## src/hw/rtl/bsfoc_pkg.sv

```systemverilog
`timescale 1ns / 1ps

package bsfoc_pkg;

	// Field widths
	localparam int CAL_W     = 16;
	localparam int RAW_W     = 24;
	localparam int TEMP_W    = 15;
	localparam int PRESS_W   = 18;
	localparam int CFG_IDX_W = 3;

	// Internal arithmetic widths
	localparam int DT_W    = RAW_W + 1;           // raw minus reference, signed
	localparam int PRD_W   = DT_W + CAL_W + 1;    // dT times a calibration word
	localparam int TSUM_W  = 19;                  // temperature before clamping
	localparam int OFF_W   = 36;
	localparam int SENS_W  = 35;
	localparam int LO_W    = 18;                  // low slice of SENS, unsigned
	localparam int HI_W    = SENS_W - LO_W;       // high slice of SENS, signed
	localparam int PP_W    = RAW_W + LO_W;        // partial product width
	localparam int MUL_W   = 60;                  // full raw pressure times SENS
	localparam int PSH_W   = 38;                  // product after the 2^21 shift
	localparam int DIFF_W  = PSH_W + 1;
	localparam int PQ_W    = 24;                  // pressure before clamping

	// Scale and shift amounts
	localparam int REF_SHIFT   = 8;
	localparam int TEMP_SHIFT  = 23;
	localparam int OFF_SCALE   = 17;
	localparam int OFF_SHIFT   = 6;
	localparam int SENS_SCALE  = 16;
	localparam int SENS_SHIFT  = 7;
	localparam int MUL_SHIFT   = 21;
	localparam int PRESS_SHIFT = 15;

	// Output limits
	localparam logic signed [TSUM_W-1:0] TEMP_BASE = 19'sd2000;
	localparam logic signed [TSUM_W-1:0] TEMP_MIN  = -19'sd4000;
	localparam logic signed [TSUM_W-1:0] TEMP_MAX  = 19'sd8500;
	localparam logic signed [PQ_W-1:0]   PRESS_MAX = 24'sd200000;

	// Configuration register indexes
	typedef enum logic [CFG_IDX_W-1:0] {
		CFG_PRESSURE_SENS     = 3'd0,
		CFG_PRESSURE_OFFSET   = 3'd1,
		CFG_SENS_TEMP_COEFF   = 3'd2,
		CFG_OFFSET_TEMP_COEFF = 3'd3,
		CFG_REFERENCE_TEMP    = 3'd4,
		CFG_TEMP_COEFF        = 3'd5
	} cfg_idx_t;

	typedef struct packed {
		logic [CAL_W-1:0] cal_pressure_sens;
		logic [CAL_W-1:0] cal_pressure_offset;
		logic [CAL_W-1:0] cal_sens_temp_coeff;
		logic [CAL_W-1:0] cal_offset_temp_coeff;
		logic [CAL_W-1:0] cal_reference_temp;
		logic [CAL_W-1:0] cal_temp_coeff;
	} cal_t;

	// Beat passed from the temperature front end to the pressure back end
	typedef struct packed {
		logic                     ok;
		logic [RAW_W-1:0]         d1;
		logic signed [TEMP_W-1:0] temp;
		logic signed [OFF_W-1:0]  off;
		logic signed [SENS_W-1:0] sens;
	} front_t;

endpackage

```

## src/hw/rtl/bsfoc_press.sv

```systemverilog
`timescale 1ns / 1ps

// Stages 4 to 7: raw pressure times SENS in two halves, sum, subtract OFF, clamp.
module bsfoc_press (
	input  logic                                 clk,
	input  logic                                 arst_n,
	input  logic                                 in_valid,
	output logic                                 in_ready,
	input  bsfoc_pkg::front_t                    in_beat,
	output logic                                 out_valid,
	input  logic                                 out_ready,
	output logic signed [bsfoc_pkg::TEMP_W-1:0]  temp_centi_c,
	output logic [bsfoc_pkg::PRESS_W-1:0]        press_centi_mbar,
	output logic                                 valid_res
);
	import bsfoc_pkg::*;

	logic v_s4, v_s5, v_s6, v_s7;
	logic en_s4, en_s5, en_s6, en_s7;

	logic                     ok_s4, ok_s5, ok_s6, ok_s7;
	logic signed [TEMP_W-1:0] temp_s4, temp_s5, temp_s6, temp_s7;
	logic signed [OFF_W-1:0]  off_s4, off_s5;
	logic [PP_W-1:0]          pp_lo_s4;
	logic signed [PP_W-1:0]   pp_hi_s4;
	logic signed [PSH_W-1:0]  psh_s5;
	logic signed [DIFF_W-1:0] diff_s6;
	logic [PRESS_W-1:0]       press_s7;

	logic [LO_W-1:0]          sens_lo;
	logic signed [HI_W-1:0]   sens_hi;
	logic signed [MUL_W-1:0]  mul_full;
	logic signed [MUL_W-1:0]  mul_shift;
	logic signed [DIFF_W-1:0] diff_shift;
	logic signed [PQ_W-1:0]   p_c;
	logic [PRESS_W-1:0]       press_clip;

	assign en_s7    = !v_s7 || out_ready;
	assign en_s6    = !v_s6 || en_s7;
	assign en_s5    = !v_s5 || en_s6;
	assign en_s4    = !v_s4 || en_s5;
	assign in_ready = en_s4;

	always_ff @(posedge clk or negedge arst_n) begin
		if (!arst_n) begin
			v_s4 <= 1'b0;
			v_s5 <= 1'b0;
			v_s6 <= 1'b0;
			v_s7 <= 1'b0;
		end else begin
			if (en_s4) v_s4 <= in_valid;
			if (en_s5) v_s5 <= v_s4;
			if (en_s6) v_s6 <= v_s5;
			if (en_s7) v_s7 <= v_s6;
		end
	end

	// Stage 4: split SENS into an unsigned low and a signed high slice
	assign sens_lo = in_beat.sens[LO_W-1:0];
	assign sens_hi = in_beat.sens[SENS_W-1:LO_W];

	always_ff @(posedge clk) begin
		if (en_s4) begin
			ok_s4    <= in_beat.ok;
			temp_s4  <= in_beat.temp;
			off_s4   <= in_beat.off;
			pp_lo_s4 <= PP_W'(in_beat.d1) * PP_W'(sens_lo);
			pp_hi_s4 <= $signed({1'b0, in_beat.d1}) * sens_hi;
		end
	end

	// Stage 5: join the partial products and take the floor shift
	assign mul_full  = $signed({pp_hi_s4, {LO_W{1'b0}}})
		+ $signed({{(MUL_W-PP_W){1'b0}}, pp_lo_s4});
	assign mul_shift = mul_full >>> MUL_SHIFT;

	always_ff @(posedge clk) begin
		if (en_s5) begin
			ok_s5   <= ok_s4;
			temp_s5 <= temp_s4;
			off_s5  <= off_s4;
			psh_s5  <= mul_shift[PSH_W-1:0];
		end
	end

	// Stage 6: subtract the offset
	always_ff @(posedge clk) begin
		if (en_s6) begin
			ok_s6   <= ok_s5;
			temp_s6 <= temp_s5;
			diff_s6 <= $signed({psh_s5[PSH_W-1], psh_s5})
				- $signed({{(DIFF_W-OFF_W){off_s5[OFF_W-1]}}, off_s5});
		end
	end

	// Stage 7: final floor shift and clamp to the pressure range
	always_comb begin
		diff_shift = diff_s6 >>> PRESS_SHIFT;
		p_c        = diff_shift[PQ_W-1:0];
		if (p_c < 0) begin
			press_clip = '0;
		end else if (p_c > PRESS_MAX) begin
			press_clip = PRESS_MAX[PRESS_W-1:0];
		end else begin
			press_clip = p_c[PRESS_W-1:0];
		end
	end

	always_ff @(posedge clk) begin
		if (en_s7) begin
			ok_s7    <= ok_s6;
			temp_s7  <= ok_s6 ? temp_s6 : '0;
			press_s7 <= ok_s6 ? press_clip : '0;
		end
	end

	assign out_valid        = v_s7;
	assign temp_centi_c     = temp_s7;
	assign press_centi_mbar = press_s7;
	assign valid_res        = ok_s7;

endmodule

```

## config.mk

```make
export PLATFORM = sky130hd
export DESIGN_NAME = bsfoc_press
export DESIGN_NICKNAME = d
export VERILOG_FILES = /design/src/hw/rtl/bsfoc_pkg.sv /design/src/hw/rtl/bsfoc_press.sv
export SDC_FILE = /design/constraint.sdc
export NUM_CORES = 2
export LEC_CHECK = 0
export BUFFER_PORTS_ARGS = -buffer_cell sky130_fd_sc_hd__buf_4
export CORE_ASPECT_RATIO = 0.6
export CORE_UTILIZATION = 45
export CTS_CLUSTER_SIZE = 25
export DETAILED_ROUTE_END_ITERATION = 7
export SLEW_MARGIN = 10
export SYNTH_ARGS = -nofsm -noshare
export SYNTH_HDL_FRONTEND = slang
export SYNTH_SLANG_ARGS = --single-unit
```

## constraint.sdc

```tcl
create_clock -name clk -period 9.1 [get_ports clk]
set_clock_uncertainty 0.05 [all_clocks]
set_input_delay 1.82 -clock clk [delete_from_list [all_inputs] [get_ports clk]]
set_output_delay 1.82 -clock clk [all_outputs]
set_load 0.02 [all_outputs]
```

==> impl_metrics.tcl <==
set metrics [dict create \
    core.rowCount 82 \
    ys_warn_count 0 \
    synth_edf_count 281 \
    crit_fanout 35 \
    drt_pass1_iterations 5 \
    mappedNetlistArea_mm2 0.0387 \
    grt_start_max_net_pins 120 \
    synth.largest_area_cell "fa_1" \
    vias 26000 \
    post-route-cell-area_mm2 0.0418 \
    endpoint_kind "flop" \
    globalRouteMet3Util 0.0647 \
    cts.sinks 285 \
    required_ns 9.37 \
    whs_ns 0.367 \
    die-area_mm2 0.0873 \
    cts_tree "done" \
    synth_top_area_share 0.351 \
    globalRoute.totalOverflow 0 \
    worstHoldEndpoint "temp_s5[3]" \
    grt_pass1_vias 27600 \
    vias_per_cell 5.09 \
    grt_antenna_before_repair 3 \
    io_buffers 150 \
    min-delay-path-class "reg2reg" \
    worst_pin_slew_ns 1.13 \
    wirelength_um 95500 \
    worstPathCellList "buf_4 > nand2_1 > fa_1 > fa_1 > fa_1 > inv_1 > fa_1 > fa_1 > inv_1 > fa_1 > inv_1 > ha_1 > o211ai_1 > a21boi_0 > a2111oi_1 > buf_4 > o31ai_1 > o21ai_1 > o31ai_1 > a21boi_1 > xnor2_1" \
    cp_num_cells 21 \
    die_x_um 381 \
    async_flop_share 0.0140 \
    cp.arrival_ns 8.40 \
    path_buf_inv 5 \
    cp_top_family "adder cells" \
    cpMostUsedCell "fa_1" \
    drive_gt1_frac 0.0611 \
    syn_nets 5022 \
    drc_errors 0 \
    grt_util_met1 0.362 \
    rsz0062_at_grt "false" \
    fin_crit_ns 8.13 \
    die_h_um 229 \
    cp-start-kind "input pin" \
    max_freq_ghz 0.123 \
    cts_hold_buf 0 \
    initialDrtViolationCount 1997 \
    synthCells 3918 \
    run_status "completed" \
    root_buffer "clkbuf_16" \
    fin_crit_sh 0.893 \
    place_congestion 0.876 \
    place_hpwl_um 73700 \
    cap_viol_max_count 0 \
    clk_latency_ns 0.59 \
    synth_ff_type "edfxtp_1" \
    critical-path-slowest-cell "o31ai_1" \
    core_area_mm2 0.0843 \
    critPathKind "in2reg" \
    slew_viol_final 0 \
    use_met2 0.317 \
    reg2reg_slack_ns 5.54 \
    timing.rr.end "psh_s5[34]" \
    cts_made_buffers 28 \
    synthTopCellsByArea "fa_1 (35%), edfxtp_1 (22%), ha_1 (10%)" \
    cts.path.max_buffers 3 \
    final_cell_mix "inv_1 (885), fa_1 (679), nand2_1 (551), and2_1 (374), ha_1 (310)" \
    mostFrequentLayoutCell "inv_1" \
    synth-seq-area-share 0.220 \
    final-hold-violation-count 0 \
    holdCritStartpoint "temp_s4[3]" \
    clk_pin_slew_worst_paths_ns 0.07 \
    htreeDepth 1 \
    syn_avg_cell_area_um2 9.89 \
    post_cts_buffers 0 \
    top_usage_layer "met1" \
    wl_per_cell_um 18.7 \
    fin_setup_tns_ns 0 \
    grt_pass1_wl_um 157000 \
    r2r_cells 10 \
    grtUsageTotal 0.230 \
    synthDistinctLibCells 68 \
    slew_headroom 0.247 \
    cts_resized 0 \
    initial_core_util 0.459 \
    r2r_start "pp_lo_s4[27]" \
    cpPeakStageDelay_ns 0.66 \
    setup_viol 0 \
    area_growth_pct 8.04 \
    fillers 7886 \
    fin_nets 5062 \
    placed_area_mm2 0.0409 \
    min_path_cells 0 \
    ant_nets 0 \
    ys_ff_latch 285 \
    io_pins 151 \
]
==> synthesized netlist by cell type (all sizes together), types with 3 or more instances <==
library cell,count
nand4,21
o2111ai,4
ha,310
fa,679
o21bai,19
o31ai,7
o21a,13
a31oi,7
dfrtp,4
and2,375
a21oi,116
a21boi,5
o31a,3
and4,3
and3,14
a211oi,12
xor2,49
a21o,59
a211o,4
inv,885
a2111oi,3
nor3b,3
edfxtp,281
clkbuf,170
nand3,18
o21ai,63
nand2,552
nand2b,27
a311oi,3
nor2b,16
or3,4
o221ai,3
nor3,8
or2,4
nor2,66
nor4,8
xnor2,75
==> worst max path at each step <==
stage                             from  slack [ns]           end
final                      in_beat[97]        0.97  pp_hi_s4[38]
after global routing       in_beat[97]        0.69  pp_hi_s4[38]
after CTS                  in_beat[97]        1.15  pp_hi_s4[38]
after detailed placement   in_beat[97]        0.56  pp_hi_s4[38]
after global placement    in_beat[101]        0.67  pp_lo_s4[33]
after floorplan           in_beat[107]        1.23  pp_lo_s4[41]
==> per-layer routing <==
metal,part of all wire,up-vias
met5,0,-
met1,0.50,13100
met3,0.096,71
li1,-,12000
met4,0.012,0
met2,0.39,878
==> worst register-to-register path, cell delays in order (launching register included) <==
cell	delay, ns
edfxtp_1	0.54
ha_1	0.43
a21o_1	0.18
a21o_1	0.18
a211oi_1	0.30
a21boi_1	0.37
o21ai_2	0.17
a221oi_4	0.57
nor4_4	0.14
and3_1	0.22
xor2_1	0.15
==> layout make-up <==
| class | count | area, µm² | area share |
|---|---|---|---|
| well taps | 1134 | 1420 | 0.0339 |
| inverters | 885 | 3320 | 0.0794 |
| clock inverters | 21 | 206 | 0.00493 |
| repair buffers | 181 | 1370 | 0.0328 |
| flip-flops and latches | 285 | 8540 | 0.204 |
| multi-input cells | 2577 | 26200 | 0.627 |
| clock buffers | 31 | 733 | 0.0175 |
| diodes | 4 | 10.0 | 0.000239 |
==> metrics by stage <==
stage | setup slack (ns) | utilization | instances
finish | 0.972 | 0.496 | 5118
floorplan | 1.23 | - | 3918
global route | 0.686 | 0.496 | 5116
global placement | 0.670 | 0.485 | 5062
detailed placement | 0.561 | 0.485 | 5062
CTS | 1.15 | 0.496 | 5114
==> sequential cells by signal (all words and copies together) (netlist names), 15 cells and up <==
register and flops:
off_s4 36, off_s5 36, temp_s6 15, temp_s5 15, pp_hi_s4 41, pp_lo_s4 24, diff_s6 24, temp_s4 15
psh_s5 38, press_centi_mbar 18, temp_centi_c 15
==> cell families after synthesis <==
| kind of cell | Yosys count | share of synthesized area |
|---|---|---|
| xor+xnor | 124 | 0.0280 |
| fa+ha+maj | 989 | 0.451 |
| flops | 285 | 0.220 |
| buf+inv | 1056 | 0.102 |
| simple gates | 1123 | 0.142 |
| compound gates | 341 | 0.0565 |
Power is not shown: default switching activity piles up to over one toggle a cycle in this logic, so the estimate is an artifact.
