**config.mk**
```make
export PLATFORM = sky130hd
export DESIGN_NAME = bsfoc_front
export DESIGN_NICKNAME = d
export VERILOG_FILES = /design/src/hw/rtl/bsfoc_pkg.sv /design/src/hw/rtl/bsfoc_front.sv
export SDC_FILE = /design/constraint.sdc
export NUM_CORES = 2
export LEC_CHECK = 0
export ABC_AREA = 1
export BUFFER_PORTS_ARGS = -buffer_cell sky130_fd_sc_hd__buf_2
export CAP_MARGIN = 20
export CELL_PAD_IN_SITES_DETAIL_PLACEMENT = 2
export CELL_PAD_IN_SITES_GLOBAL_PLACEMENT = 2
export CORE_MARGIN = 5
export CORE_UTILIZATION = 25
export DETAILED_ROUTE_END_ITERATION = 8
export PLACE_DENSITY_LB_ADDON = 0.05
export SYNTH_ARGS = -nofsm -noshare
export SYNTH_HDL_FRONTEND = slang
export SYNTH_SLANG_ARGS = --single-unit
```
**constraint.sdc**
```tcl
create_clock -name clk -period 8.3 [get_ports clk]
set_input_delay 1.66 -clock clk [delete_from_list [all_inputs] [get_ports clk]]
set_output_delay 1.66 -clock clk [all_outputs]
set_load 0.05 [all_outputs]
```
**src/hw/rtl/bsfoc_pkg.sv**
```systemverilog
`timescale 1ns / 1ps

package bsfoc_pkg;

	// Field widths
	localparam int CAL_W     = 16;
	localparam int RAW_W     = 24;
	localparam int TEMP_W    = 15;
	localparam int PRESS_W   = 18;
	localparam int CFG_IDX_W = 3;

	// Internal arithmetic widths
	localparam int DT_W    = RAW_W + 1;           // raw minus reference, signed
	localparam int PRD_W   = DT_W + CAL_W + 1;    // dT times a calibration word
	localparam int TSUM_W  = 19;                  // temperature before clamping
	localparam int OFF_W   = 36;
	localparam int SENS_W  = 35;
	localparam int LO_W    = 18;                  // low slice of SENS, unsigned
	localparam int HI_W    = SENS_W - LO_W;       // high slice of SENS, signed
	localparam int PP_W    = RAW_W + LO_W;        // partial product width
	localparam int MUL_W   = 60;                  // full raw pressure times SENS
	localparam int PSH_W   = 38;                  // product after the 2^21 shift
	localparam int DIFF_W  = PSH_W + 1;
	localparam int PQ_W    = 24;                  // pressure before clamping

	// Scale and shift amounts
	localparam int REF_SHIFT   = 8;
	localparam int TEMP_SHIFT  = 23;
	localparam int OFF_SCALE   = 17;
	localparam int OFF_SHIFT   = 6;
	localparam int SENS_SCALE  = 16;
	localparam int SENS_SHIFT  = 7;
	localparam int MUL_SHIFT   = 21;
	localparam int PRESS_SHIFT = 15;

	// Output limits
	localparam logic signed [TSUM_W-1:0] TEMP_BASE = 19'sd2000;
	localparam logic signed [TSUM_W-1:0] TEMP_MIN  = -19'sd4000;
	localparam logic signed [TSUM_W-1:0] TEMP_MAX  = 19'sd8500;
	localparam logic signed [PQ_W-1:0]   PRESS_MAX = 24'sd200000;

	// Configuration register indexes
	typedef enum logic [CFG_IDX_W-1:0] {
		CFG_PRESSURE_SENS     = 3'd0,
		CFG_PRESSURE_OFFSET   = 3'd1,
		CFG_SENS_TEMP_COEFF   = 3'd2,
		CFG_OFFSET_TEMP_COEFF = 3'd3,
		CFG_REFERENCE_TEMP    = 3'd4,
		CFG_TEMP_COEFF        = 3'd5
	} cfg_idx_t;

	typedef struct packed {
		logic [CAL_W-1:0] cal_pressure_sens;
		logic [CAL_W-1:0] cal_pressure_offset;
		logic [CAL_W-1:0] cal_sens_temp_coeff;
		logic [CAL_W-1:0] cal_offset_temp_coeff;
		logic [CAL_W-1:0] cal_reference_temp;
		logic [CAL_W-1:0] cal_temp_coeff;
	} cal_t;

	// Beat passed from the temperature front end to the pressure back end
	typedef struct packed {
		logic                     ok;
		logic [RAW_W-1:0]         d1;
		logic signed [TEMP_W-1:0] temp;
		logic signed [OFF_W-1:0]  off;
		logic signed [SENS_W-1:0] sens;
	} front_t;

endpackage

```
**src/hw/rtl/bsfoc_front.sv**
```systemverilog
`timescale 1ns / 1ps

// Stages 1 to 3: dT, the three dT products, then TEMP, OFF and SENS.
module bsfoc_front (
	input  logic                          clk,
	input  logic                          arst_n,
	input  bsfoc_pkg::cal_t               cal,
	input  logic                          in_valid,
	output logic                          in_ready,
	input  logic [bsfoc_pkg::RAW_W-1:0]   raw_pressure,
	input  logic [bsfoc_pkg::RAW_W-1:0]   raw_temperature,
	output logic                          out_valid,
	input  logic                          out_ready,
	output bsfoc_pkg::front_t             out_beat
);
	import bsfoc_pkg::*;

	logic v_s1, v_s2, v_s3;
	logic en_s1, en_s2, en_s3;

	logic                    ok_s1, ok_s2;
	logic [RAW_W-1:0]        d1_s1, d1_s2;
	logic signed [DT_W-1:0]  dt_s1;
	logic signed [PRD_W-1:0] prod_t_s2, prod_o_s2, prod_s_s2;
	front_t                  beat_s3;

	logic signed [DT_W-1:0]   dt_c;
	logic signed [PRD_W-1:0]  t_shift, o_shift, s_shift;
	logic signed [TSUM_W-1:0] temp_sum;
	logic signed [TSUM_W-1:0] temp_clip;
	logic signed [OFF_W-1:0]  off_c;
	logic signed [SENS_W-1:0] sens_c;

	// A stage takes a beat when it is empty or its content moves on
	assign en_s3    = !v_s3 || out_ready;
	assign en_s2    = !v_s2 || en_s3;
	assign en_s1    = !v_s1 || en_s2;
	assign in_ready = en_s1;

	always_ff @(posedge clk or negedge arst_n) begin
		if (!arst_n) begin
			v_s1 <= 1'b0;
			v_s2 <= 1'b0;
			v_s3 <= 1'b0;
		end else begin
			if (en_s1) v_s1 <= in_valid;
			if (en_s2) v_s2 <= v_s1;
			if (en_s3) v_s3 <= v_s2;
		end
	end

	// Stage 1: temperature difference to the reference
	assign dt_c = $signed({1'b0, raw_temperature})
		- $signed({1'b0, cal.cal_reference_temp, {REF_SHIFT{1'b0}}});

	always_ff @(posedge clk) begin
		if (en_s1) begin
			ok_s1 <= (raw_pressure != '0) && (raw_temperature != '0);
			d1_s1 <= raw_pressure;
			dt_s1 <= dt_c;
		end
	end

	// Stage 2: one multiplier for each coefficient
	always_ff @(posedge clk) begin
		if (en_s2) begin
			ok_s2     <= ok_s1;
			d1_s2     <= d1_s1;
			prod_t_s2 <= dt_s1 * $signed({1'b0, cal.cal_temp_coeff});
			prod_o_s2 <= dt_s1 * $signed({1'b0, cal.cal_offset_temp_coeff});
			prod_s_s2 <= dt_s1 * $signed({1'b0, cal.cal_sens_temp_coeff});
		end
	end

	// Stage 3: floor shifts, offsets and the temperature clamp
	always_comb begin
		t_shift  = prod_t_s2 >>> TEMP_SHIFT;
		o_shift  = prod_o_s2 >>> OFF_SHIFT;
		s_shift  = prod_s_s2 >>> SENS_SHIFT;
		temp_sum = t_shift[TSUM_W-1:0] + TEMP_BASE;
		if (temp_sum < TEMP_MIN) begin
			temp_clip = TEMP_MIN;
		end else if (temp_sum > TEMP_MAX) begin
			temp_clip = TEMP_MAX;
		end else begin
			temp_clip = temp_sum;
		end
		off_c  = $signed({{(OFF_W-CAL_W-OFF_SCALE){1'b0}}, cal.cal_pressure_offset,
			{OFF_SCALE{1'b0}}}) + o_shift[OFF_W-1:0];
		sens_c = $signed({{(SENS_W-CAL_W-SENS_SCALE){1'b0}}, cal.cal_pressure_sens,
			{SENS_SCALE{1'b0}}}) + s_shift[SENS_W-1:0];
	end

	always_ff @(posedge clk) begin
		if (en_s3) begin
			beat_s3.ok   <= ok_s2;
			beat_s3.d1   <= d1_s2;
			beat_s3.temp <= temp_clip[TEMP_W-1:0];
			beat_s3.off  <= off_c;
			beat_s3.sens <= sens_c;
		end
	end

	assign out_valid = v_s3;
	assign out_beat  = beat_s3;

endmodule

```
==> flow_summary.json <==
{
  "status": "completed",
  "criticalPathCategory": "primary input to flop",
  "fill_cells": 26300,
  "maxClockFrequency_mhz": 138,
  "synth-seq-cells": 279,
  "synthArstFlopShare": 0.0108,
  "whs_path_depth": 0,
  "drv_cap": 0,
  "area_growth_pct": 12.4,
  "layout_min_cycle_time_ns": 7.27,
  "setup_viol": 0,
  "post_drt_wl_per_cell_um": 20.0,
  "ios": 261,
  "hpwl_um": 174000,
  "clk_pin_slew_ns": 0.07,
  "cts_buffer_depth": 3,
  "routed_wirelength_um": 204000,
  "hold_buffers": 0,
  "die_x_um": 489,
  "first_global_vias": 51800,
  "min_from": "prod_o_s2[7]$_DFFE_PP_",
  "antenna_found_initial": 15,
  "hp-class": "flop to flop",
  "cts.sinks": 279,
  "avgViaCountPerCell": 4.26,
  "synth_top_area_share": 0.408,
  "gp_congestion": 0.775,
  "clkLatencyLatePin_ns": 0.68,
  "firstDrtPassIters": 5,
  "grt_max_degree": 68,
  "rsz0062_at_grt": "no",
  "tritoncts": "done",
  "grt_pass1_wl_um": 318000,
  "r2r-end": "prod_o_s2[21]$_DFFE_PP_",
  "syn_nets": 8626,
  "crit_arrival_ns": 7.63,
  "fp-row-count": 176,
  "grt.overflow.total": 0,
  "initial_utilization": 0.251,
  "worstMarginPinSlew_ns": 1.12,
  "r2r_start": "dt_s1[9]$_DFFE_PP_",
  "cts_resized": 0,
  "final_nets": 8825,
  "tns_ns": 0,
  "yosysWarnings": 0,
  "syn_avg_cell_area_um2": 8.26,
  "start_kind": "primary input",
  "reg2reg_depth": 22,
  "synth_edf_count": 276,
  "synth_cell_type_count": 43,
  "cts_buffers": 41,
  "drtIter0Drc": 1307,
  "drc": 0,
  "grt_usage": 0.175,
  "clock_tree.root_cell": "clkbuf_16",
  "yosysMostFrequentCell": "inv_1",
  "syn_area_mm2": 0.0574,
  "vias": 43500,
  "critPathMaxFanout": 9,
  "ys_seq_area_frac": 0.146,
  "cts_setup_buffers": 0,
  "synth_cells": 6955,
  "ctsHtreeMaxLevel": 2,
  "cp-end-kind": "flop",
  "hold_viol_final": 0,
  "skew_ns": 0.0699,
  "core-area_mm2": 0.229,
  "synth_common_cells": "2139 x inv_1, 1740 x nand2_1, 1170 x fa_1, 353 x ha_1, 276 x edfxtp_1",
  "synth_flop_cell": "edfxtp_1",
  "rrSetupSlack_ns": 1.27,
  "yosysTopAreaCell": "fa_1",
  "dieArea_mm2": 0.239,
  "die_h_um": 489,
  "slew_headroom": 0.255,
  "holdPathEnd": "out_beat[36]$_DFFE_PP_",
  "drtAntennaViolNets": 0,
  "io_buffers": 260,
  "drive_above_1_share": 0.0724,
  "cp.required_ns": 8.66,
  "period_share": 0.876,
  "slew_violations": 0,
  "synth.area.top_cells": "fa_1 41%, edfxtp_1 14%, inv_1 14%"
}
## cell usage in the layout (no fill, tap or decap), types with 9 or more instances in the layout
cell / netlist / layout
a21boi_0: 10 / 10
a21o_1: 26 / 26
a21oi_1: 174 / 174
a31oi_1: 25 / 25
buf_12: 0 / 29
buf_2: 0 / 260
buf_4: 0 / 129
clkbuf_16: 0 / 41
clkinv_1: 0 / 9
edfxtp_1: 276 / 276
fa_1: 1170 / 1170
ha_1: 353 / 353
inv_1: 2139 / 2138
nand2_1: 1740 / 1738
nand3_1: 107 / 107
nand4_1: 21 / 21
nor2_1: 262 / 262
nor2_2: 9 / 9
nor3_1: 35 / 35
nor4_1: 17 / 17
o21ai_0: 100 / 100
o21bai_1: 19 / 19
xnor2_1: 42 / 42
xor2_1: 103 / 103
## layout make-up
type | count | area [µm²] | area share
Multi-Input combinational cell | 4269 | 40000 | 0.620
Sequential cell | 279 | 8360 | 0.130
Inverter | 2144 | 8050 | 0.125
Tap cell | 3026 | 3790 | 0.0587
Timing Repair Buffer | 419 | 2880 | 0.0446
Clock buffer | 43 | 1030 | 0.0160
Clock inverter | 32 | 368 | 0.00570
Antenna cell | 4 | 10.0 | 0.000155
## logic make-up (layout without fill, tap and decap cells)
group / count (synthesis) / after routing / synth area share
compound gates: 378 / 378 / 0.0369
buf+inv: 2407 / 2638 / 0.157
flops: 279 / 279 / 0.146
other cells: 0 / 4 / 0
simple gates: 2221 / 2221 / 0.153
fa+ha+maj: 1523 / 1523 / 0.485
xor+xnor: 147 / 147 / 0.0227
## state kept, by name, summed over array words and instances, names as in the netlist
signal     cells
prod_s_s2     35
prod_o_s2     36
v_s1           1
out_valid      1
out_beat     111
v_s2           1
ok_s1          1
d1_s2         24
ok_s2          1
dt_s1         25
d1_s1         24
prod_t_s2     19
## per-stage QoR
| step | hold slack, ns | worst slack (ns) | utilization | instance area, µm² | instances |
|---|---|---|---|---|---|
| final | 0.414 | 1.03 | 0.281 | 64500 | 10200 |
| after global routing | 0.418 | 0.712 | 0.281 | 64500 | 10200 |
| after global placement | 0.401 | 0.290 | 0.275 | 63100 | 10100 |
| after floorplan | 0.400 | 0.837 | - | 57400 | 6955 |
| after CTS | 0.416 | 1.02 | 0.281 | 64500 | 10200 |
| after detailed placement | 0.405 | 0.326 | 0.275 | 63100 | 10100 |
## metal layers
metal	wire [µm]	vias to the layer above	global-route usage	share of wire
met5	76	-	0	0.00037
met4	2810	12	0.0246	0.014
met3	4290	124	0.0146	0.021
met2	99600	335	0.306	0.49
met1	97400	22800	0.241	0.48
li1	-	20300	-	-
## worst max-delay path: stages
cell     delay, ns
buf_2         0.40
buf_4         0.21
nand2_1       0.07
fa_1          0.57
inv_1         0.07
fa_1          0.53
inv_1         0.06
fa_1          0.54
inv_1         0.05
fa_1          0.40
fa_1          0.51
inv_1         0.05
fa_1          0.48
inv_1         0.05
ha_1          0.45
nand2_1       0.15
nor2_1        0.25
inv_1         0.08
nor2_1        0.13
inv_1         0.07
o21ai_0       0.24
a21oi_1       0.15
xnor2_1       0.44
## how the worst max path moves through the flow
stage	from	end	slack, ns	cells after the start
2_1_floorplan	out_ready	in_ready	0.84	4
3_3_place_gp	cal[56]	prod_s_s2[21]$_DFFE_PP_	0.29	23
3_5_place_dp	cal[2]	prod_t_s2[38]$_DFFE_PP_	0.33	21
4_1_cts	cal[34]	prod_o_s2[38]$_DFFE_PP_	1.02	19
5_1_grt	cal[34]	prod_o_s2[40]$_DFFE_PP_	0.71	19
6_report	cal[56]	prod_s_s2[21]$_DFFE_PP_	1.03	23
Power is left out: the tool's default activity adds up to more than one toggle a clock period on the data nets, which glitch-free logic cannot reach.
