==> src/hw/rtl/bsfoc_pkg.sv <==
`timescale 1ns / 1ps

package bsfoc_pkg;

	// Field widths
	localparam int CAL_W     = 16;
	localparam int RAW_W     = 24;
	localparam int TEMP_W    = 15;
	localparam int PRESS_W   = 18;
	localparam int CFG_IDX_W = 3;

	// Internal arithmetic widths
	localparam int DT_W    = RAW_W + 1;           // raw minus reference, signed
	localparam int PRD_W   = DT_W + CAL_W + 1;    // dT times a calibration word
	localparam int TSUM_W  = 19;                  // temperature before clamping
	localparam int OFF_W   = 36;
	localparam int SENS_W  = 35;
	localparam int LO_W    = 18;                  // low slice of SENS, unsigned
	localparam int HI_W    = SENS_W - LO_W;       // high slice of SENS, signed
	localparam int PP_W    = RAW_W + LO_W;        // partial product width
	localparam int MUL_W   = 60;                  // full raw pressure times SENS
	localparam int PSH_W   = 38;                  // product after the 2^21 shift
	localparam int DIFF_W  = PSH_W + 1;
	localparam int PQ_W    = 24;                  // pressure before clamping

	// Scale and shift amounts
	localparam int REF_SHIFT   = 8;
	localparam int TEMP_SHIFT  = 23;
	localparam int OFF_SCALE   = 17;
	localparam int OFF_SHIFT   = 6;
	localparam int SENS_SCALE  = 16;
	localparam int SENS_SHIFT  = 7;
	localparam int MUL_SHIFT   = 21;
	localparam int PRESS_SHIFT = 15;

	// Output limits
	localparam logic signed [TSUM_W-1:0] TEMP_BASE = 19'sd2000;
	localparam logic signed [TSUM_W-1:0] TEMP_MIN  = -19'sd4000;
	localparam logic signed [TSUM_W-1:0] TEMP_MAX  = 19'sd8500;
	localparam logic signed [PQ_W-1:0]   PRESS_MAX = 24'sd200000;

	// Configuration register indexes
	typedef enum logic [CFG_IDX_W-1:0] {
		CFG_PRESSURE_SENS     = 3'd0,
		CFG_PRESSURE_OFFSET   = 3'd1,
		CFG_SENS_TEMP_COEFF   = 3'd2,
		CFG_OFFSET_TEMP_COEFF = 3'd3,
		CFG_REFERENCE_TEMP    = 3'd4,
		CFG_TEMP_COEFF        = 3'd5
	} cfg_idx_t;

	typedef struct packed {
		logic [CAL_W-1:0] cal_pressure_sens;
		logic [CAL_W-1:0] cal_pressure_offset;
		logic [CAL_W-1:0] cal_sens_temp_coeff;
		logic [CAL_W-1:0] cal_offset_temp_coeff;
		logic [CAL_W-1:0] cal_reference_temp;
		logic [CAL_W-1:0] cal_temp_coeff;
	} cal_t;

	// Beat passed from the temperature front end to the pressure back end
	typedef struct packed {
		logic                     ok;
		logic [RAW_W-1:0]         d1;
		logic signed [TEMP_W-1:0] temp;
		logic signed [OFF_W-1:0]  off;
		logic signed [SENS_W-1:0] sens;
	} front_t;

endpackage

==> src/hw/rtl/bsfoc_cal_regs.sv <==
`timescale 1ns / 1ps

module bsfoc_cal_regs (
	input  logic                              clk,
	input  logic                              arst_n,
	input  logic                              cfg_we,
	input  logic [bsfoc_pkg::CFG_IDX_W-1:0]   cfg_index,
	input  logic [bsfoc_pkg::CAL_W-1:0]       cfg_wdata,
	output bsfoc_pkg::cal_t                   cal
);
	import bsfoc_pkg::*;

	cal_t cal_q;

	// Decode the index and write one calibration word; drop unknown indexes
	always_ff @(posedge clk or negedge arst_n) begin
		if (!arst_n) begin
			cal_q <= '0;
		end else if (cfg_we) begin
			unique case (cfg_idx_t'(cfg_index))
				CFG_PRESSURE_SENS:     cal_q.cal_pressure_sens     <= cfg_wdata;
				CFG_PRESSURE_OFFSET:   cal_q.cal_pressure_offset   <= cfg_wdata;
				CFG_SENS_TEMP_COEFF:   cal_q.cal_sens_temp_coeff   <= cfg_wdata;
				CFG_OFFSET_TEMP_COEFF: cal_q.cal_offset_temp_coeff <= cfg_wdata;
				CFG_REFERENCE_TEMP:    cal_q.cal_reference_temp    <= cfg_wdata;
				CFG_TEMP_COEFF:        cal_q.cal_temp_coeff        <= cfg_wdata;
				default: ;
			endcase
		end
	end

	assign cal = cal_q;

endmodule

==> config.mk <==
export PLATFORM = sky130hd
export DESIGN_NAME = bsfoc_cal_regs
export DESIGN_NICKNAME = d
export VERILOG_FILES = /design/src/hw/rtl/bsfoc_pkg.sv /design/src/hw/rtl/bsfoc_cal_regs.sv
export SDC_FILE = /design/constraint.sdc
export NUM_CORES = 1
export LEC_CHECK = 0
export BUFFER_PORTS_ARGS = -buffer_cell sky130_fd_sc_hd__clkbuf_2
export CORE_MARGIN = 1.5
export CORE_UTILIZATION = 44
export DETAILED_ROUTE_END_ITERATION = 8
export PLACE_DENSITY = 0.75
export SYNTH_ARGS = -nofsm -noshare
export SYNTH_HDL_FRONTEND = slang
export SYNTH_SLANG_ARGS = --single-unit
==> constraint.sdc <==
create_clock -name clk -period 1 [get_ports clk]
set_clock_uncertainty 0.1 [all_clocks]
set_input_delay 0.15 -clock clk [delete_from_list [all_inputs] [get_ports clk]]
set_output_delay 0.15 -clock clk [all_outputs]
set_load 0.02 [all_outputs]
==> summary.txt, run 1 <==
Critical path
  • CP Class: reg2out
  • Flop-to-flop setup slack: -0.09 ns
  • Crit-path leading delay family: flip-flops
  • Crit-path cells: clkbuf_8
  • Crit-path max cell delay: 0.42 ns
  • Critical Path Start Type: register
  • Worst Path Required: 0.75 ns
  • CP Capture Type: output pin
  • Slowest cell on the critical path: dfrtp_1
  • Crit path from: cal[73]
  • Largest fanout on the critical path: 2
  • Setup crit end: cal[73]
  • Crit Reg-Reg Startpoint: cal[59]
  • Worst reg-to-reg path cell count: 3
  • CP Buf/Inv Count: 1
  • Worst path arrival time: 0.95 ns
  • RR Endpoint: cal[59]
  • Worst path depth: 1

Routing
  • Drt pass-1 iters: 4
  • WL/cell: 20.9 um
  • Routed vias/inst: 5.07
  • DRC violations left: 0
  • Via Count: 2605
  • Drt first-iter violations: 75
  • Final ANT Viol Nets: 0
  • Drt total wl: 10800 um

Power
  • Sw Share: 0.309
  • Worst VDD drop: approximately 0.0012 V
  • Switch Pwr: ~4300 uW
  • Share of power burned in registers: 0.395
  • Logic pwr share: 0.398
  • Clock power share: 0.207
  • Pwr/cell area: 2180 mW/mm2
  • Power Total: 13900 uW
  • Int Power: between 9000 and 10000 uW
  • Leak pwr: 0.00308 uW

STA
  • Final min period: 1.20 ns
  • Final setup margin: -0.195 ns
  • Final worst path period share: 1.20
  • Final Setup Violations: 145
  • Worst slew pin tran: 0.305 ns
  • FMAX: around 0.84 GHz
  • Slew margin rel.: 0.797
  • Pins over their slew limit: 0
  • Setup TNS: -16.28 ns
  • RSZ-0062 raised after global routing: true
  • Final hold vios: 0

Die
  • Row count: 33
  • Die H: 94.4 um
  • I/O Pins: 118
  • Die X: around 94 um
  • Core Area: 0.00818 mm2
  • Initial Util: 0.450
  • Die footprint: roughly 0.0089 mm2

Global routing
  • Gr ovfl total: 0
  • Maximum number of pins on one net before global-route repair: 31
  • Initial antenna violation count: 0
  • First-pass GRT wire length: 14400 um
  • Number of global-route vias before repair: 2668
  • Tot GR Track Use: 0.217

Clock tree
  • Root Driver: clkbuf_8
  • CTS Buf Count: 9
  • CTS tree: built
  • Clock Sink Count: between 90 and 100
  • Clk slew on worst S/H paths: around 0.1 ns
  • Clk Latency, worst-skew pair: around 0.35 ns
  • Htree depth: 3
  • Max Root-Sink Buffers: 2

Cells and area
  • Share of layout cells above drive strength 1: 0.743
  • Synth-to-Final Area Change: 72.8%
  • Util after Layout: 0.778
  • Fin cells: 514
  • Ant diodes: 0
  • Max reg flops: 96
  • Final #Nets: approximately 430

Synth
  • Post-synthesis cell area: 0.00368 mm2
  • Synth Warn #: 0
  • Number of synthesized register bits: 96
  • Synth Net Count: 230
  • Part of the Yosys area used for sequential elements: 0.653
  • Netlist cell types: 10
  • Synth Area per Inst: 17.7 um2
  • Post-Syn Instances: between 200 and 250

Outcome
  • Failing checks: setup timing
  • Status: finished with violations

Run
  • Max_cap viols: 0

Placement
  • GPL Wtd Cong: 0.684
  • Final HPWL DP: 5960 um
  • Port buffer count: 117
  • # placed instances: 440

Hold path
  • HP Class: in2reg
  • Hold-critical path depth: 2
==> worst min path at each step <==
stage                        startpoint  endpoint  slack, ns
after global placement           arst_n   cal[24]      -0.05
after CTS                 cfg_wdata[10]   cal[26]      0.003
after floorplan                  arst_n    cal[0]      -0.25
final                      cfg_wdata[1]   cal[81]       0.02
after global routing       cfg_wdata[4]   cal[20]       0.02
after detailed placement         arst_n   cal[56]      -0.04
==> layout make-up <==
type	count	area, um2
fillers	452	1820
multi-input cells	102	1420
well taps	105	131
clock inverters	6	90.1
flip-flops and latches	96	2400
repair buffers	195	2180
clock buffers	10	138
==> metal layers <==
metal	vias to the layer above	wire length, um	track usage
met5	-	0	0
met4	0	201	0.0833
met3	18	672	0.0604
met2	95	5420	0.342
met1	1352	4460	0.285
li1	1140	-	-
==> power by group through the flow <==
stage / Combinational, uW / Clock [uW] / Sequential [uW]
2_1_floorplan: 1070 / 0 / 6300
3_3_place_gp: 3370 / 0 / 5260
3_5_place_dp: 3440 / 0 / 5310
4_1_cts: 4230 / 2890 / 5250
5_1_grt: 5800 / 3080 / 5550
6_report: 5510 / 2870 / 5470
==> logic make-up (layout without fill, tap and decap cells) <==
| group | after synthesis | count (layout) | synth area share |
|---|---|---|---|
| muxes | 96 | 96 | 0.294 |
| DFF | 96 | 96 | 0.653 |
| buffers and inverters | 10 | 211 | 0.0282 |
| and+or+nand+nor | 6 | 6 | 0.0248 |
==> synth_stat cells (all sizes together) <==
cell	count	area share
mux2	96	0.29
and4bb	3	0.010
nor4b	1	0.0065
buf	10	0.028
dfrtp	96	0.65
nand4b	2	0.0082
==> cell usage in the layout (no fill, tap or decap) <==
cell type | synthesis | layout
clkinv_2 | 0 | 1
and4bb_2 | 2 | 1
clkbuf_8 | 0 | 32
buf_12 | 0 | 9
dlygate4sd3_1 | 0 | 9
bufinv_16 | 0 | 2
buf_6 | 7 | 99
buf_8 | 1 | 7
buf_4 | 0 | 29
clkinvlp_4 | 0 | 1
mux2_4 | 0 | 64
nor4b_4 | 1 | 1
mux2_2 | 95 | 32
buf_2 | 2 | 1
and4bb_4 | 0 | 2
inv_6 | 0 | 1
dfrtp_1 | 96 | 96
clkbuf_2 | 0 | 16
buf_16 | 0 | 2
clkinv_4 | 0 | 1
clkbuf_16 | 0 | 1
nand4b_2 | 2 | 2
==> metrics by stage <==
step	setup slack [ns]	hold slack, ns	instance area (um2)
after global routing	-0.222	0.0223	6360
after CTS	-0.203	0.00296	5610
final	-0.195	0.0201	6360
after global placement	-0.372	-0.0476	4730
after detailed placement	-0.416	-0.0418	4730
after floorplan	-0.435	-0.246	3880
==> timing repair <==
item,4_1_cts,5_1_grt
endpoints found under the setup margin,116,147
buffers inserted,28,31
resized for setup,67,262
hold endpoints to repair,124,0
gates cloned,2,1
hold buffers,9,0
pin swaps,3,2
Note: power is estimated with default switching activity, not from simulation.
==> run 2, diff against run 1 <==
- BUFFER_PORTS_ARGS: -buffer_cell sky130_fd_sc_hd__clkbuf_2 -> -buffer_cell sky130_fd_sc_hd__buf_2
==> run 2 against run 1 <==
Effect of this change:
- critical endpoint is now cal[91]
- register-to-register slack worse by 0.05 ns
- the run still ends with setup timing left
- die area is the same
- count of clock-buffer cells in the layout unchanged
- critical path type unchanged
==> summary.txt, run 2 (same netlist as run 1, synthesis figures left out) <==
Critical path
  • Worst Path Required: between 0.7 and 0.8 ns
  • RR Endpoint: cal[71]
  • Slowest cell on the critical path: dfrtp_1
  • Critical Path Start Type: register
  • CP Buf/Inv Count: 1
  • Crit-path cells: buf_6
  • Worst path depth: 1
  • CP Class: reg2out
  • Crit-path max cell delay: around 0.43 ns
  • CP Capture Type: output pin
  • Crit-path leading delay family: flip-flops
  • Worst reg-to-reg path cell count: 3
  • Worst path arrival time: approximately 0.94 ns
  • Crit Reg-Reg Startpoint: cal[71]
  • Largest fanout on the critical path: 2
  • Flop-to-flop setup slack: -0.14 ns

Power
  • Worst VDD drop: around 0.0011 V
  • Pwr/cell area: around 2200 mW/mm2
  • Leak pwr: 0.00307 uW
  • Power Total: 13900 uW

STA
  • Final Setup Violations: between 100 and 150
  • Worst slew pin tran: between 0.2 and 0.3 ns
  • Final worst path period share: 1.19
  • Slew margin rel.: 0.816
  • FMAX: 0.840 GHz
  • RSZ-0062 raised after global routing: true
  • Final min period: ~1.2 ns
  • Pins over their slew limit: 0
  • Final hold vios: 0
  • Setup TNS: -15.19 ns
  • Hold_ws: about 0.019 ns
  • Final setup margin: -0.191 ns

Cells and area
  • Register area: 0.00240 mm2
  • Filler cells: 429
  • Util after Layout: 0.777
  • Final #Nets: 429
  • Share of layout cells above drive strength 1: 0.735
  • Most common cell after layout, fill and taps aside: buf_6
  • Commonest non-fill, non-tap cells in the layout: buf_6 (133), dfrtp_1 (96), mux2_4 (67), mux2_2 (29), buf_4 (23)
  • Multi-input gate area in the final layout: 0.00143 mm2
  • Ant diodes: 0
  • Fin area: 0.00635 mm2
  • Synth-to-Final Area Change: 72.7%
  • Max reg flops: 96

Hold path
  • Hold Path Sink: cal[47]
  • Hold path start: cfg_wdata[15]
  • HP Class: in2reg
  • Hold-critical path depth: 2

Die
  • Die footprint: 0.00892 mm2
  • Die H: 94.4 um
  • Initial Util: 0.450
  • I/O Pins: around 120
  • Core Area: a little over 0.008 mm2
  • Row count: 33
  • Die X: 94.4 um

Routing
  • DRC violations left: 0
  • Drt total wl: 10900 um
  • Met3 WL: between 600 and 700 um
  • Drt pass-1 iters: 4
  • Via Count: roughly 2.6k
  • WL/cell: 21.0 um
  • Routed vias/inst: between 5 and 6
  • Drt first-iter violations: 42
  • Final ANT Viol Nets: 0
  • Max layer used: met4
  • Wire length on met1: 4480 um
  • Met2 routed WL: 5520 um

Clock tree
  • CTS tree: built
  • Clk Latency, worst-skew pair: about 0.34 ns
  • CTS Buf Count: 9
  • Clk slew on worst S/H paths: 0.10 ns
  • Htree depth: 3
  • Max Root-Sink Buffers: 2
  • Root Driver: clkbuf_8
  • Clock Sink Count: 96

Global routing
  • Maximum number of pins on one net before global-route repair: 52
  • Gr ovfl total: 0
  • Tot GR Track Use: 0.236
  • Initial antenna violation count: 0
  • Number of global-route vias before repair: 2882
  • First-pass GRT wire length: ~15000 um

Outcome
  • Failing checks: setup timing
  • Status: finished with violations

Placement
  • Port buffer count: 117
  • DP Area: ~0.0047 mm2
  • GPL Wtd Cong: 0.707
  • Final HPWL DP: 5810 um

Run
  • Max_cap viols: 0
-- run 2: cell types whose count changed in the layout (fill, tap and decap cells not counted), sizes merged --
cell and change:
buf +36, clkbuf -37, dlygate4sd3 +4
-- run 2: metrics by stage --
step / setup slack [ns] / instances
after floorplan: -0.435 / 208
after global placement: -0.368 / 436
after detailed placement: -0.413 / 436
after CTS: -0.180 / 503
after global routing: -0.220 / 517
final: -0.191 / 517
-- run 2: repair_timing --
action,4_1_cts,5_1_grt
hold buffers,13,0
gates resized for setup,206,64
hold endpoints to repair,132,0
setup endpoints to repair,109,158
gates cloned,1,2
pin swaps,2,3
buffers inserted,37,27
-- run 2: area by class of cell --
cell class | count | share of cell area
flip-flops and latches | 96 | 0.378
clock inverters | 6 | 0.0142
well taps | 105 | 0.0207
repair buffers | 198 | 0.340
multi-input cells | 102 | 0.225
clock buffers | 10 | 0.0217
-- run 2: power by group --
part           leakage, uW  internal, uW  switching, uW
logic              0.00180          3370           2160
clock network     0.000113          1490           1370
registers          0.00115          4740            768
total              0.00307          9600           4300
-- run 2: worst max-delay path by stage --
stage                             from       to  slack [ns]
after CTS                      cal[51]  cal[51]       -0.18
after global placement    cfg_index[2]  cal[57]       -0.37
final                          cal[91]  cal[91]       -0.19
after detailed placement  cfg_index[1]  cal[86]       -0.41
after global routing           cal[22]  cal[22]       -0.22
after floorplan           cfg_index[0]  cal[80]       -0.43
-- run 2: per-layer routing --
layer	vias up	global-route usage
met5	-	0
li1	1136	-
met1	1336	0.298
met3	17	0.0580
met2	106	0.388
met4	0	0.0945
==> run 3, diff against run 2 <==
--- a/config.mk
+++ b/config.mk
@@ -15 +15,2 @@
 export SYNTH_SLANG_ARGS = --single-unit
+export TNS_END_PERCENT = 100
==> constraint.sdc (replaced) <==
create_clock -name clk -period 1 [get_ports clk]
set_clock_uncertainty 0.1 [all_clocks]
set_input_delay 0.1 -clock clk [delete_from_list [all_inputs] [get_ports clk]]
set_output_delay 0.1 -clock clk [all_outputs]
set_load 0.02 [all_outputs]
==> run 3 against run 2 <==
Effect of this change:
- the run still ends with setup timing left
- power decreased by 4.8%
- via count decreased by 0.66%
- die area unchanged
- utilization decreased by 2.7 points
- routed wire length decreased by 5.2%
- sequential power about the same
- flip-flop and latch count unchanged
- sequential share of layout area increased by 1.4 points
- clock power decreased by 17%
- global-route usage increased by 0.13 points
- critical path depth unchanged
==> summary.txt, run 3 (same netlist as run 1, synthesis figures left out) <==
Outcome
  • Status: finished with violations
  • Failing checks: setup timing

Routing
  • WL/cell: roughly 20 um
  • Routed vias/inst: 5.02
  • Drt total wl: slightly above 10000 um
  • Via Count: 2578
  • DRC violations left: 0
  • Drt pass-1 iters: 4
  • Drt first-iter violations: 53
  • Final ANT Viol Nets: 0

Placement
  • Final HPWL DP: 5910 um
  • Port buffer count: 117
  • GPL Wtd Cong: 0.696
  • DP Area: 0.00470 mm2

Cells and area
  • Synth-to-Final Area Change: 66.7%
  • Util after Layout: 0.750
  • Share of layout cells above drive strength 1: 0.716
  • Max reg flops: 96
  • Final #Nets: 426
  • Most common cell after layout, fill and taps aside: buf_6
  • Ant diodes: 0
  • Fin area: 0.00613 mm2
  • Commonest non-fill, non-tap cells in the layout: buf_6 (129), dfrtp_1 (96), mux2_4 (54), mux2_2 (41), buf_4 (21)

Critical path
  • Largest fanout on the critical path: 2
  • Worst path depth: 1
  • CP Class: reg2out
  • CP Capture Type: output pin
  • Crit-path cells: buf_6
  • Critical Path Start Type: register
  • Worst Path Required: 0.80 ns
  • Worst path arrival time: 0.93 ns
  • Worst reg-to-reg path cell count: 2
  • Crit path from: cal[93]
  • Crit Reg-Reg Startpoint: cal[74]
  • Crit-path leading delay family: flip-flops
  • Flop-to-flop setup slack: -0.05 ns
  • Setup crit end: cal[93]
  • CP Buf/Inv Count: 1
  • Slowest cell on the critical path: dfrtp_1
  • RR Endpoint: cal[74]
  • Crit-path max cell delay: 0.43 ns

Clock tree
  • Clk Latency, worst-skew pair: 0.35 ns
  • Clock Sink Count: 96
  • Clk slew on worst S/H paths: 0.09 ns
  • CTS tree: built
  • Max Root-Sink Buffers: 2
  • CTS Buf Count: 9
  • Htree depth: 3
  • Root Driver: clkbuf_8

Power
  • Pwr/cell area: 2160 mW/mm2
  • Share of power burned in registers: 0.416
  • Leak pwr: 0.00296 uW
  • Clock power share: 0.179
  • Int Power: 9020 uW
  • Sw Share: 0.318
  • Switch Pwr: 4210 uW
  • Logic pwr share: 0.405
  • Worst VDD drop: 0.00117 V

Die
  • Core Area: 0.00818 mm2
  • Die H: 94.4 um
  • Row count: 33
  • Initial Util: 0.450
  • Die X: 94.4 um
  • Die footprint: 0.00892 mm2
  • I/O Pins: 118

Global routing
  • First-pass GRT wire length: 15500 um
  • Tot GR Track Use: 0.237
  • Gr ovfl total: 0
  • Number of global-route vias before repair: 2879
  • Initial antenna violation count: 0
  • Maximum number of pins on one net before global-route repair: 41

STA
  • Final setup margin: -0.135 ns
  • Final hold vios: 0
  • Final Setup Violations: 122
  • Final min period: 1.13 ns
  • Final worst path period share: 1.13
  • RSZ-0062 raised after global routing: true
  • Slew margin rel.: 0.826
  • Pins over their slew limit: 0
  • Worst slew pin tran: 0.261 ns
  • FMAX: 0.881 GHz

Hold path
  • HP Class: in2async

Run
  • Max_cap viols: 0
run 3: cell count changes in the layout (fill, tap and decap cells not counted), sizes merged:
cell	change
buf	-5
bufinv	-2
clkinvlp	+1
dlygate4sd3	+4
inv	-1
run 3: timing repair:
| action | in CTS | in global routing |
|---|---|---|
| endpoints found under the hold margin | 192 | 0 |
| endpoints found under the setup margin | 96 | 134 |
| buffers inserted | 38 | 6 |
| hold buffers | 17 | 0 |
| gates resized for setup | 196 | 36 |
run 3: power groups by stage:
stage / Sequential, uW / Combinational, uW / Clock (uW)
after detailed placement: 5290 / 3440 / 0
after global placement: 5240 / 3370 / 0
after CTS: 5390 / 5030 / 2420
final: 5500 / 5360 / 2360
after floorplan: 6300 / 1070 / 0
after global routing: 5580 / 5650 / 2580
run 3: layout make-up:
class	count	area, um2
Sequential cell	96	2400
Fill cell	465	2040
Timing Repair Buffer	195	2040
Multi-Input combinational cell	102	1380
Clock buffer	12	155
Tap cell	105	131
Clock inverter	4	28.8
run 3: worst min-delay path by stage:
stage                start  endpoint  slack, ns  cells after the start
floorplan           arst_n    cal[0]      -0.30                      0
global placement    arst_n   cal[72]      -0.11                      1
detailed placement  arst_n   cal[56]      -0.11                      1
CTS                 arst_n   cal[56]       0.03                      2
global route        arst_n   cal[61]       0.07                      2
finish              arst_n   cal[61]       0.07                      2
run 3: metal layers:
layer	global-route usage	wire length, um
met5	0	0
met2	0.388	5150
met4	0.0883	195
met1	0.296	4280
met3	0.0717	692
run 3: per-stage QoR:
stage          cells  setup TNS (ns)  setup slack [ns]  hold WS, ns  power (uW)
2_1_floorplan    208          -16.68            -0.385       -0.296        7370
3_3_place_gp     437          -26.37            -0.319       -0.113        8610
3_5_place_dp     437          -28.29            -0.351       -0.108        8720
4_1_cts          508          -11.02            -0.149       0.0334       12800
5_1_grt          514          -14.53            -0.163       0.0729       13800
6_report         514          -10.38            -0.135       0.0686       13200
